File: src/hdl/jtsq_pkg.sv
// Shared types, tap state codes, path table and microcode for the JTAG TAP master sequencer.
`default_nettype none
package jtsq_pkg;

    // Tap state codes
    localparam logic [3:0] ST_TLR   = 4'd0;
    localparam logic [3:0] ST_SHDR  = 4'd4;
    localparam logic [3:0] ST_EX1DR = 4'd5;
    localparam logic [3:0] ST_SHIR  = 4'd11;
    localparam logic [3:0] ST_EX1IR = 4'd12;

    // Item kinds
    localparam logic [1:0] KIND_GOTO  = 2'd0;
    localparam logic [1:0] KIND_SHIFT = 2'd1;
    localparam logic [1:0] KIND_RAW   = 2'd2;

    localparam int RESET_CLOCKS = 9;
    localparam int MAX_RESULTS  = 10;
    // reset walk length, capped so one item never exceeds MAX_RESULTS words
    localparam int RST_GOTO_CLOCKS =
        (RESET_CLOCKS > MAX_RESULTS) ? MAX_RESULTS : RESET_CLOCKS;
    localparam int RST_SHIFT_CLOCKS =
        (RESET_CLOCKS > MAX_RESULTS - 1) ? MAX_RESULTS - 1 : RESET_CLOCKS;

    // Shortest TMS path [from][to]: bits [11:4] TMS sequence LSB first, [3:0] length
    localparam logic [11:0] PATH_TAB [16][16] = '{
        '{12'h011, 12'h001, 12'h022, 12'h023, 12'h024, 12'h0a4, 12'h0a5, 12'h2a6,
          12'h1a5, 12'h063, 12'h064, 12'h065, 12'h165, 12'h166, 12'h567, 12'h366},
        '{12'h073, 12'h001, 12'h011, 12'h012, 12'h013, 12'h053, 12'h054, 12'h155,
          12'h0d4, 12'h032, 12'h033, 12'h034, 12'h0b4, 12'h0b5, 12'h2b6, 12'h1b5},
        '{12'h032, 12'h033, 12'h000, 12'h001, 12'h002, 12'h022, 12'h023, 12'h0a4,
          12'h063, 12'h011, 12'h012, 12'h013, 12'h053, 12'h054, 12'h155, 12'h0d4},
        '{12'h1f5, 12'h033, 12'h073, 12'h000, 12'h001, 12'h011, 12'h012, 12'h053,
          12'h032, 12'h0f4, 12'h0f5, 12'h0f6, 12'h2f6, 12'h2f7, 12'haf8, 12'h6f7},
        '{12'h1f5, 12'h033, 12'h073, 12'h074, 12'h001, 12'h011, 12'h012, 12'h053,
          12'h032, 12'h0f4, 12'h0f5, 12'h0f6, 12'h2f6, 12'h2f7, 12'haf8, 12'h6f7},
        '{12'h0f4, 12'h012, 12'h032, 12'h033, 12'h023, 12'h000, 12'h001, 12'h022,
          12'h011, 12'h073, 12'h074, 12'h075, 12'h175, 12'h176, 12'h577, 12'h376},
        '{12'h1f5, 12'h033, 12'h073, 12'h074, 12'h012, 12'h053, 12'h001, 12'h011,
          12'h032, 12'h0f4, 12'h0f5, 12'h0f6, 12'h2f6, 12'h2f7, 12'haf8, 12'h6f7},
        '{12'h0f4, 12'h012, 12'h032, 12'h033, 12'h001, 12'h022, 12'h023, 12'h000,
          12'h011, 12'h073, 12'h074, 12'h075, 12'h175, 12'h176, 12'h577, 12'h376},
        '{12'h073, 12'h001, 12'h011, 12'h012, 12'h013, 12'h053, 12'h054, 12'h155,
          12'h000, 12'h032, 12'h033, 12'h034, 12'h0b4, 12'h0b5, 12'h2b6, 12'h1b5},
        '{12'h011, 12'h012, 12'h053, 12'h054, 12'h055, 12'h155, 12'h156, 12'h557,
          12'h356, 12'h000, 12'h001, 12'h002, 12'h022, 12'h023, 12'h0a4, 12'h063},
        '{12'h1f5, 12'h033, 12'h073, 12'h074, 12'h075, 12'h175, 12'h176, 12'h577,
          12'h376, 12'h0f4, 12'h000, 12'h001, 12'h011, 12'h012, 12'h053, 12'h032},
        '{12'h1f5, 12'h033, 12'h073, 12'h074, 12'h075, 12'h175, 12'h176, 12'h577,
          12'h376, 12'h0f4, 12'h0f5, 12'h001, 12'h011, 12'h012, 12'h053, 12'h032},
        '{12'h0f4, 12'h012, 12'h032, 12'h033, 12'h034, 12'h0b4, 12'h0b5, 12'h2b6,
          12'h1b5, 12'h073, 12'h074, 12'h023, 12'h000, 12'h001, 12'h022, 12'h011},
        '{12'h1f5, 12'h033, 12'h073, 12'h074, 12'h075, 12'h175, 12'h176, 12'h577,
          12'h376, 12'h0f4, 12'h0f5, 12'h012, 12'h053, 12'h001, 12'h011, 12'h032},
        '{12'h0f4, 12'h012, 12'h032, 12'h033, 12'h034, 12'h0b4, 12'h0b5, 12'h2b6,
          12'h1b5, 12'h073, 12'h074, 12'h001, 12'h022, 12'h023, 12'h000, 12'h011},
        '{12'h073, 12'h001, 12'h011, 12'h012, 12'h013, 12'h053, 12'h054, 12'h155,
          12'h0d4, 12'h032, 12'h033, 12'h034, 12'h0b4, 12'h0b5, 12'h2b6, 12'h000}
    };

    // Microcode
    typedef logic [2:0] t_pc;

    localparam t_pc PC_FETCH = 3'd0;
    localparam t_pc PC_LOAD  = 3'd1;
    localparam t_pc PC_WALK  = 3'd2;
    localparam t_pc PC_SHIFT = 3'd3;
    localparam t_pc PC_RAW   = 3'd4;

    typedef enum logic [2:0] {
        UOP_FETCH,
        UOP_LOAD,
        UOP_WALK,
        UOP_SHIFT,
        UOP_RAW
    } t_op;

    typedef struct packed {
        t_op  op;
        logic dispatch;   // next step chosen by item kind
        t_pc  next_pc;
        t_pc  alt_pc;     // taken when the datapath raises branch
    } t_uop;

    // Datapath status toward the sequencer
    typedef struct packed {
        logic       hold;
        logic       branch;
        logic [1:0] kind;
    } t_seq_cond;

    function automatic t_uop ucode(input t_pc pc);
        t_uop w;
        case (pc)
            PC_FETCH: w = '{op: UOP_FETCH, dispatch: 1'b1, next_pc: PC_FETCH, alt_pc: PC_FETCH};
            PC_LOAD:  w = '{op: UOP_LOAD,  dispatch: 1'b0, next_pc: PC_WALK,  alt_pc: PC_FETCH};
            PC_WALK:  w = '{op: UOP_WALK,  dispatch: 1'b0, next_pc: PC_WALK,  alt_pc: PC_FETCH};
            PC_SHIFT: w = '{op: UOP_SHIFT, dispatch: 1'b0, next_pc: PC_FETCH, alt_pc: PC_LOAD};
            PC_RAW:   w = '{op: UOP_RAW,   dispatch: 1'b0, next_pc: PC_FETCH, alt_pc: PC_FETCH};
            default:  w = '{op: UOP_FETCH, dispatch: 1'b1, next_pc: PC_FETCH, alt_pc: PC_FETCH};
        endcase
        return w;
    endfunction

endpackage
`default_nettype wire

File: src/hdl/jtsq_useq.sv
// Microcode sequencer: step counter, control store and jump logic.
`default_nettype none
module jtsq_useq
    import jtsq_pkg::*;
(
    input  wire logic      i_clk,
    input  wire logic      i_rst_n,
    input  wire t_seq_cond i_cond,
    output t_uop           o_uop
);

    t_pc r_pc;
    t_pc n_pc;

    assign o_uop = ucode(r_pc);

    always_comb begin
        if (i_cond.hold) begin
            n_pc = r_pc;
        end else if (o_uop.dispatch) begin
            case (i_cond.kind)
                KIND_GOTO:  n_pc = PC_LOAD;
                KIND_SHIFT: n_pc = PC_SHIFT;
                KIND_RAW:   n_pc = PC_RAW;
                default:    n_pc = PC_FETCH;   // unused kind is dropped
            endcase
        end else if (i_cond.branch) begin
            n_pc = o_uop.alt_pc;
        end else begin
            n_pc = o_uop.next_pc;
        end
    end

    always_ff @(posedge i_clk) begin
        if (!i_rst_n) begin
            r_pc <= PC_FETCH;
        end else begin
            r_pc <= n_pc;
        end
    end

endmodule
`default_nettype wire

File: src/hdl/jtag_tap_master_sequencer.sv
// Top level of the JTAG TAP master sequencer: datapath, output register and sequencer.
//
// Each accepted input word is run by a small microcode program, one control word per
// clock when nothing stalls, and gives zero or more TCK-cycle words on the output. The
// fetch step takes the word and dispatches on its kind; a raw word or a shift bit then
// has its own emit step, and a goto has a load step for its path and a walk step per
// TCK cycle emitted (up to 9 words for a reset walk, 8 for a table path). A last shift
// bit adds the load step and the walk to the end state. One output word is made per
// clock at most, set by the single-entry output register; the next input word is taken
// while the last output word still waits. The tap position resets to Test-Logic-Reset.
`default_nettype none
module jtag_tap_master_sequencer
    import jtsq_pkg::*;
(
    input  wire logic       i_clk,
    input  wire logic       i_rst_n,
    input  wire logic       i_in_valid,
    output logic            o_in_ready,
    input  wire logic [1:0] i_kind,
    input  wire logic [3:0] i_target_state,
    input  wire logic [3:0] i_end_state,
    input  wire logic       i_tdi_bit,
    input  wire logic       i_tms_bit,
    input  wire logic       i_last_bit,
    input  wire logic       i_want_tdo,
    output logic            o_out_valid,
    input  wire logic       i_out_ready,
    output logic            o_clock_pulse,
    output logic            o_tms_out,
    output logic            o_tdi_out,
    output logic            o_capture_tdo,
    output logic            o_status,
    output logic            o_last
);

    t_uop      uop;
    t_seq_cond cond;

    jtsq_useq u_useq (
        .i_clk  (i_clk),
        .i_rst_n(i_rst_n),
        .i_cond (cond),
        .o_uop  (uop)
    );

    // Tracked position and walk registers
    logic [3:0] r_pos, n_pos;
    logic [7:0] r_bits, n_bits;
    logic [3:0] r_cnt, n_cnt;
    logic       r_rst_walk, n_rst_walk;
    logic       r_after_shift, n_after_shift;
    logic [3:0] r_target, n_target;

    // Latched input word
    logic [3:0] r_end_state, n_end_state;
    logic       r_tdi, n_tdi;
    logic       r_tms, n_tms;
    logic       r_last_bit, n_last_bit;
    logic       r_want, n_want;

    // Output register
    logic r_out_valid, n_out_valid;
    logic r_clk_o, n_clk_o;
    logic r_tms_o, n_tms_o;
    logic r_tdi_o, n_tdi_o;
    logic r_cap_o, n_cap_o;
    logic r_sts_o, n_sts_o;
    logic r_last_o, n_last_o;

    logic        can_emit;
    logic        emit;
    logic        in_shift;
    logic        leave;
    logic [3:0]  shift_pos;
    logic [11:0] load_entry;
    logic [11:0] end_entry;
    logic        walk_empty;

    assign can_emit   = !r_out_valid || i_out_ready;
    assign in_shift   = (r_pos inside {ST_SHDR, ST_SHIR});
    assign leave      = r_last_bit && !(r_end_state inside {ST_SHDR, ST_SHIR});
    assign shift_pos  = leave ? ((r_pos == ST_SHDR) ? ST_EX1DR : ST_EX1IR) : r_pos;
    assign load_entry = PATH_TAB[r_pos][r_target];
    assign end_entry  = PATH_TAB[shift_pos][r_end_state];
    // walk after the last bit gives nothing: this bit's word closes the item
    assign walk_empty = (r_end_state != ST_TLR) && (end_entry[3:0] == 4'd0);

    assign o_in_ready = (uop.op == UOP_FETCH);

    always_comb begin
        n_pos         = r_pos;
        n_bits        = r_bits;
        n_cnt         = r_cnt;
        n_rst_walk    = r_rst_walk;
        n_after_shift = r_after_shift;
        n_target      = r_target;
        n_end_state   = r_end_state;
        n_tdi         = r_tdi;
        n_tms         = r_tms;
        n_last_bit    = r_last_bit;
        n_want        = r_want;
        emit          = 1'b0;
        n_clk_o       = r_clk_o;
        n_tms_o       = r_tms_o;
        n_tdi_o       = r_tdi_o;
        n_cap_o       = r_cap_o;
        n_sts_o       = r_sts_o;
        n_last_o      = r_last_o;
        cond.hold     = 1'b0;
        cond.branch   = 1'b0;
        cond.kind     = i_kind;

        case (uop.op)
            UOP_FETCH: begin
                cond.hold = !i_in_valid;
                if (i_in_valid) begin
                    n_target      = i_target_state;
                    n_end_state   = i_end_state;
                    n_tdi         = i_tdi_bit;
                    n_tms         = i_tms_bit;
                    n_last_bit    = i_last_bit;
                    n_want        = i_want_tdo;
                    n_after_shift = 1'b0;
                end
            end
            UOP_LOAD: begin
                if (r_target == ST_TLR) begin
                    n_rst_walk = 1'b1;
                    n_bits     = '0;
                    n_cnt      = r_after_shift ? 4'(RST_SHIFT_CLOCKS) : 4'(RST_GOTO_CLOCKS);
                end else begin
                    n_rst_walk  = 1'b0;
                    n_bits      = load_entry[11:4];
                    n_cnt       = load_entry[3:0];
                    cond.branch = (load_entry[3:0] == 4'd0);
                end
            end
            UOP_WALK: begin
                cond.hold = !can_emit;
                if (can_emit) begin
                    emit     = 1'b1;
                    n_clk_o  = 1'b1;
                    n_tms_o  = r_rst_walk | r_bits[0];
                    n_tdi_o  = 1'b0;
                    n_cap_o  = 1'b0;
                    n_sts_o  = 1'b0;
                    n_last_o = (r_cnt == 4'd1);
                    n_bits   = {1'b0, r_bits[7:1]};
                    n_cnt    = r_cnt - 4'd1;
                    if (r_cnt == 4'd1) begin
                        cond.branch = 1'b1;
                        n_pos       = r_target;
                    end
                end
            end
            UOP_SHIFT: begin
                cond.hold = !can_emit;
                if (can_emit) begin
                    emit = 1'b1;
                    if (!in_shift) begin
                        n_clk_o  = 1'b0;
                        n_tms_o  = 1'b0;
                        n_tdi_o  = 1'b0;
                        n_cap_o  = 1'b0;
                        n_sts_o  = 1'b1;
                        n_last_o = 1'b1;
                    end else begin
                        n_clk_o       = 1'b1;
                        n_tms_o       = leave;
                        n_tdi_o       = r_tdi;
                        n_cap_o       = r_want;
                        n_sts_o       = 1'b0;
                        n_last_o      = !r_last_bit || walk_empty;
                        n_pos         = shift_pos;
                        cond.branch   = r_last_bit;
                        n_target      = r_end_state;
                        n_after_shift = 1'b1;
                    end
                end
            end
            UOP_RAW: begin
                cond.hold = !can_emit;
                if (can_emit) begin
                    emit     = 1'b1;
                    n_clk_o  = 1'b1;
                    n_tms_o  = r_tms;
                    n_tdi_o  = r_tdi;
                    n_cap_o  = r_want;
                    n_sts_o  = 1'b0;
                    n_last_o = 1'b1;
                end
            end
            default: begin
                cond.hold = 1'b0;
            end
        endcase

        if (emit) begin
            n_out_valid = 1'b1;
        end else if (i_out_ready) begin
            n_out_valid = 1'b0;
        end else begin
            n_out_valid = r_out_valid;
        end
    end

    always_ff @(posedge i_clk) begin
        if (!i_rst_n) begin
            r_pos         <= ST_TLR;
            r_bits        <= '0;
            r_cnt         <= '0;
            r_rst_walk    <= 1'b0;
            r_after_shift <= 1'b0;
            r_out_valid   <= 1'b0;
        end else begin
            r_pos         <= n_pos;
            r_bits        <= n_bits;
            r_cnt         <= n_cnt;
            r_rst_walk    <= n_rst_walk;
            r_after_shift <= n_after_shift;
            r_out_valid   <= n_out_valid;
        end
    end

    always_ff @(posedge i_clk) begin
        r_target    <= n_target;
        r_end_state <= n_end_state;
        r_tdi       <= n_tdi;
        r_tms       <= n_tms;
        r_last_bit  <= n_last_bit;
        r_want      <= n_want;
        r_clk_o     <= n_clk_o;
        r_tms_o     <= n_tms_o;
        r_tdi_o     <= n_tdi_o;
        r_cap_o     <= n_cap_o;
        r_sts_o     <= n_sts_o;
        r_last_o    <= n_last_o;
    end

    assign o_out_valid   = r_out_valid;
    assign o_clock_pulse = r_clk_o;
    assign o_tms_out     = r_tms_o;
    assign o_tdi_out     = r_tdi_o;
    assign o_capture_tdo = r_cap_o;
    assign o_status      = r_sts_o;
    assign o_last        = r_last_o;

endmodule
`default_nettype wire
File: config.mk
export PLATFORM = sky130hd
export DESIGN_NAME = jtag_tap_master_sequencer
export DESIGN_NICKNAME = d
export VERILOG_FILES = /design/src/hdl/jtsq_pkg.sv /design/src/hdl/jtsq_useq.sv /design/src/hdl/jtag_tap_master_sequencer.sv
export SDC_FILE = /design/constraint.sdc
export NUM_CORES = 1
export LEC_CHECK = 0
export BUFFER_PORTS_ARGS = -buffer_cell sky130_fd_sc_hd__buf_2
export CAP_MARGIN = 5
export CORE_UTILIZATION = 35
export DETAILED_ROUTE_END_ITERATION = 10
export PLACE_DENSITY = 0.54
export SYNTH_ARGS = -nofsm -noshare
export SYNTH_HDL_FRONTEND = slang
export SYNTH_SLANG_ARGS = --single-unit
File: constraint.sdc
create_clock -name i_clk -period 5.6 [get_ports i_clk]
set_input_delay 0.56 -clock i_clk [delete_from_list [all_inputs] [get_ports i_clk]]
set_output_delay 0.56 -clock i_clk [all_outputs]
set_load 0.01 [all_outputs]
Word-level counts from Yosys, hierarchy flattened
Memories as Yosys holds them, arrays and structs flattened.
Cells that the tools add are included.

word-level totals
  ROM bits = 6,144
  output and inout bits = 8
  latch bits = 0
  bits in registers = 39
  memories = 2
  RAM bits = 0

operators by class
  $add $sub $neg = 1
  mux-type cells = 68
  equal/unequal tests = 22
  divide/modulo/power cells = 0
  shift operators = 0
  multipliers = 0
  bitwise gates (word level) = 5
  $lt $le $gt $ge = 4
  reductions and logical operators = 31

memories
  name              words  bits a word  rd ports  clocked after Yosys merged registers in  write ports  RTL line                         RTL
  (name not given)  16     192          1         0                                        0            jtag_tap_master_sequencer.sv:84  assign end_entry = PATH_TAB[shift_pos][r_end_state];
  (name not given)  16     192          1         0                                        0            jtag_tap_master_sequencer.sv:83  assign load_entry = PATH_TAB[r_pos][r_target];

operator list
  cell                  count
  $mux W192             4
  $bmux W12 S4          2
  $mux W4               13
  $pmux W10 S4          1
  $mux W1               29
  $mux W12              2
  $pmux W4 S2           3
  $ge A5 B5 Y1 const B  4
  $not A4 Y5            4
  $mux W8               2
  $pmux W8 S2           1
  $pmux W1 S3           5
  $reduce_bool A2 Y1    7
  $eq A3 B2 Y1 const B  4
  $logic_not A4 Y1      3
  $ne A2 B2 Y1 const B  6
  $pmux W3 S3           1
  $eq A4 B3 Y1 const B  2
  $eq A4 B4 Y1 const B  2
  $reduce_and A4 Y1     2
  $eq A3 B1 Y1 const B  2
  $eq A3 B3 Y1 const B  2
  $mux W3               2
  $pmux W1 S2           3
  other kinds (18)      25

Longest topological paths before layout
  depth in word-level cells = 18
  gate-level depth with buffers = 17
  mapped depth without buffers = 14

Modules after synthesis
Synthesis repeated with hierarchy kept, for this count alone.

unflattened totals
  cells, all modules = 665
  area, all modules = 4,769.6 µm²

by module, submodules not included
  module                     area each (µm²)  instances  cells each
  jtag_tap_master_sequencer  4,533.1          1          633
  jtsq_useq                  236.5            1          32

Worst setup path before layout
Ideal clock, no wire load.

  kind = reg-to-reg
  start = reg r_end_state[1]
  end = reg r_last_o (netlist: o_last) (data pin)
  data required time = 5.336 ns
  cell stages (with the launch flop) = 17
  arrival time = 3.869 ns
  slack = 1.468 ns
  period minus slack after synthesis = 4.132 ns
  buffers on the path = 3
  setup time = 0.264 ns
  cells stage by stage = edfxtp_1 > buf_6 > or4b_4 > buf_6 > nand3_2 > buf_2 > nor2_1 > a21oi_1 > inv_1 > ha_1 > or2_2 > a41oi_2 > a211oi_1 > a31o_2 > a32oi_1 > nor4_1 > o41a_1

on the way
  longest elaborated chain between the ends = 18

ends and longest elaborated chain
  what                                           RTL line                          RTL
  start: declaration                             jtag_tap_master_sequencer.sv:55   logic [3:0] r_end_state, n_end_state;
  start signal: assignment                       jtag_tap_master_sequencer.sv:227  r_end_state <= n_end_state;
  $eq A4 B3 Y1 or $eq A4 B4 Y1 (tied branches)   jtag_tap_master_sequencer.sv:81   assign leave = r_last_bit && !(r_end_state inside {ST_SHDR, ST_SHIR});
  $reduce_bool A2 Y1                             jtag_tap_master_sequencer.sv:81
  $logic_not A1 Y1                               jtag_tap_master_sequencer.sv:81
  $logic_and A1 B1 Y1                            jtag_tap_master_sequencer.sv:81
  $mux W4                                        jtag_tap_master_sequencer.sv:82   assign shift_pos = leave ? ((r_pos == ST_SHDR) ? ST_EX1DR : ST_EX1IR) : r_pos;
  $not A4 Y5 (implied by the code)               jtag_tap_master_sequencer.sv:84
  $mem_v2 Z16 W192                               -
  $mux W192 (implied by the code) (2 in series)  jtag_tap_master_sequencer.sv:84
  $bmux W12 S4                                   jtag_tap_master_sequencer.sv:84
  $mux W4 (implied by the code) (2 in series)    jtag_tap_master_sequencer.sv:84
  $logic_not A4 Y1                               jtag_tap_master_sequencer.sv:86   assign walk_empty = (r_end_state != ST_TLR) && (end_entry[3:0] == 4'd0);
  $logic_and A1 B1 Y1 (*)                        jtag_tap_master_sequencer.sv:86
  $logic_or A1 B1 Y1 (*)                         jtag_tap_master_sequencer.sv:173  n_last_o = !r_last_bit || walk_empty;
  $mux W1 (*)                                    jtag_tap_master_sequencer.sv:160  if (!in_shift) begin
  $mux W1 (*)                                    jtag_tap_master_sequencer.sv:158  if (can_emit) begin
  $pmux W1 S3 (*)                                jtag_tap_master_sequencer.sv:113  case (uop.op)
  via n_last_o                                   jtag_tap_master_sequencer.sv:68   logic r_last_o, n_last_o;
  end signal: assignment                         jtag_tap_master_sequencer.sv:237  r_last_o <= n_last_o;
  end: declaration                               jtag_tap_master_sequencer.sv:68

The timed path passes the listed nets; every way through them passes the cells marked *. The select of a mux whose other input is x is not followed.
A chain may end at the register's enable or synchronous reset.

Worst setup path in the final report
  start = reg r_end_state[0]
  end = reg r_last_o (netlist: o_last) (data pin)

The elaborated chain is that of the path after synthesis.

==> impl_results.md <==
* CP Capture Type: flip-flop
* TritonCTS buffer count at 5
* CP startpoint kind: flip-flop
* Area Growth Syn to Fin at 6.35%
* Starting Density at between 30% and 40%
* Port Buffers at 25
* Async S/R FF share, synth at 0%
* Initial antenna violation count at 0
* Max Transition Viols Final at 0
* Core ar. at around 14000 um^2
* Routed length per placed instance at approximately 23 um
* 1st-pass router iterations at 7
* Avg Cell Area, Syn at 7.29 um^2
* Total GRT Usage at about a quarter
* Cell Count, Final, Fillers Out at 860
* HP Start: i_end_state[2]
* Clock transition at path regs at approximately 60 ps
* Max Cap Viol at 0
* Reg2reg start: r_end_state[0]
* Largest net degree at the start of global routing at 65
* Clock skew at between 4 and 5 ps
* Combinational power share at between 50% and 60%
* CP Max Fanout at 24
* Post-synth top area cell: edfxtp_1
* Final ANT Viol Nets at 0
* Htree depth at 2
* Cell mode on critical path: buf_4
* Post-CTS Hold Buffers at 0
* Reg2reg end: o_last
* Ys flop type: dfxtp_1
* Final-stage net count at between 700 and 800
* Largest cells by area after synthesis: edfxtp_1 11%, dfxtp_1 8.2%, a21oi_1 6.6%, ha_1 5.9%, o21ai_0 5.2%
* Register-to-register path setup slack at around 1300 ps
* Critical-path cell list: buf_4 > or4b_4 > nand3_2 > nor2_1 > a21oi_1 > buf_4 > inv_1 > ha_1 > or2_2 > a41oi_2 > a211oi_1 > a31o_2 > a32oi_1 > nor4_1 > o41a_1
* Cell count after synthesis at between 700 and 800
* Ys Warns at 0
* Post-synthesis sequential area ratio at a little under a fifth
* Seq pwr share at ~26%
* Clock Path Buffers at 2
* Share of layout cells above drive strength 1 at ~11%
* Fmax at around 0.24 GHz
* Period minus WS final at ~4300 ps
* Final setup fails at 0
* Syn_nets at 745
* Least-Margin Pin Slew at between 1000 and 1500 ps
* Hold Crit Class: in2reg
* Vias in the first global route at approximately 5400
* Drt drc at 0
* Ant. Diodes at 0
* Hold Fails Final Rpt at 0
* Worst Hold Depth at 1
* Post-cts resize count at 0
* Yosys reg bits at 39
* WS Path Type: reg2reg
* Reg2Reg Depth at 15
* Post-synth EDFFs at 18
* Placed cell count at between 800 and 900
* Period utilization at between 70% and 80%
* First-pass GRT wire length at ~31000 um
* DR vias at 5877
* CP required at 5630 ps
* Die width at between 100 and 150 um
* Synthesized area at between 5000 and 6000 um^2
* RSZ-0062 raised after global routing: false
* Post-DP HPWL at roughly 14000 um
* Root Buffer: clkbuf_16
* Worst VDD drop at roughly 0.17 mV
* Cell variety after synth at 83
* Hold EP: r_end_state[2]
* Vias per cell at 6.83
* CTS Sinks at 39
* Internal at 882 uW
* Critical-path cell with the highest stage delay: or4b_4
* Die height at between 100 and 150 um
* DIE AREA at approximately 15000 um^2
* Leakage dissipation at about 0.0019 uW
* P_sw at 793 uW
* Max-slew headroom at 28.4%
* Final wirelength at slightly below 20000 um
* Gr ovfl total at 0
* Net Sw Frac at a little under half
* CP arrival at around 4300 ps
* Status: finished, final reports clean
* Final setup TNS at 0 ps
* GPL Wtd Cong at roughly 0.95
* PD cells at 307 nW/um^2
* Top-Level Pins at 26
* Drt first-iter violations at 978
* Max stage delay on crit path at 670 ps
* CTS tree: built
* Clock share of power at between 10% and 20%
* Setup repair bufs after CTS at 0
* Worst-skew pair later-pin latency at 280 ps
* FP Rows at 43
* Yosys top cell area share at between 10% and 20%
* Fillcell total at ~1500
[power groups by stage]
stage	combinational [uW]	sequential, uW	clock [uW]
after detailed placement	943	437	0
final	968	432	274
after global placement	953	434	0
after global routing	1050	441	295
after floorplan	707	418	0
after CTS	948	431	282
[cell type report]
type | count | area (um^2) | area share, %
Sequential cell | 39 | 963 | 17.7
Clock inverter | 3 | 15.0 | 0.276
Clock buffer | 5 | 125 | 2.30
Timing Repair Buffer | 43 | 260 | 4.78
Multi-Input combinational cell | 563 | 3750 | 68.9
Tap cell | 180 | 225 | 4.13
Inverter | 27 | 104 | 1.91
[metal layers]
layer | track usage [%] | vias to the layer above | routed length, um
met3 | 4.61 | 84 | 1730
met1 | 36.3 | 2735 | 8240
met4 | 11.1 | 0 | 935
met5 | 0 | - | 0
li1 | - | 2651 | -
met2 | 40.8 | 407 | 8620
[cells in the final DEF (no fill, tap or decap), types with 19 or more instances in the layout]
master and instances:
inv_1 23, a21oi_1 68, ha_1 24, dfxtp_1 19, nand2_1 58, nor2_1 58
buf_2 25, a211oi_1 26, o21ai_0 53
[cells by family after synthesis]
logic type | share of synthesized area (%)
AO/OA/AOI/OAI | 40.8
XOR/XNOR | 1.37
adder cells (fa/ha/maj) | 5.86
buffers and inverters | 7.94
flip-flops | 18.8
multiplexers | 3.59
AND/OR/NAND/NOR | 21.7
[critical path: cells and delay by family, from the launching register on]
kind	cells	cell delay [ps]
compound gates	6	1360
simple gates	5	1420
buf+inv	3	520
flops	1	350
fa+ha+maj	1	340
[registers in the layout (all words and copies together) (netlist names), 3 cells and up]
signal / cells
r_bits: 8
r_pos: 4
u_useq.r_pc: 3
r_target: 4
r_end_state: 4
r_cnt: 4
[worst max path at each step]
stage	start	end	slack, ps	cells past startpoint
after floorplan	r_end_state[1]	o_last	1470	16
after global placement	r_end_state[0]	o_last	1400	15
after detailed placement	r_end_state[1]	o_last	1410	15
after CTS	r_end_state[1]	o_last	1380	15
after global routing	r_pos[1]	o_last	1060	15
final	r_end_state[0]	o_last	1350	15
[metrics by stage]
step                      setup WS, ps  utilization (%)  total power (uW)  hold slack (ps)  area (um^2)
final                             1350             38.6              1670              446         5450
after CTS                         1380             38.6              1660              440         5450
after global routing              1060             38.6              1790              433         5450
after global placement            1400             37.7              1390              466         5310
after detailed placement          1410             37.7              1380              479         5310
after floorplan                   1470                -              1130              454         5120
[Yosys cell counts (7+ instances only)]
cell	instances
o21ai_0	53
edfxtp_1	18
a311oi_1	13
o311ai_0	7
buf_2	8
a21oi_1	68
nor4_1	8
o211ai_1	15
nand3_1	12
dfxtp_1	21
mux2i_1	9
nand2b_1	15
o31ai_1	9
a211oi_1	26
and2_1	7
buf_1	10
ha_1	24
nor2_1	58
inv_1	23
or3_1	8
a31oi_1	11
nand2_1	58
nor2b_1	13
nor3_1	15
clkbuf_1	54
Note: power is estimated with default switching activity, not from simulation.
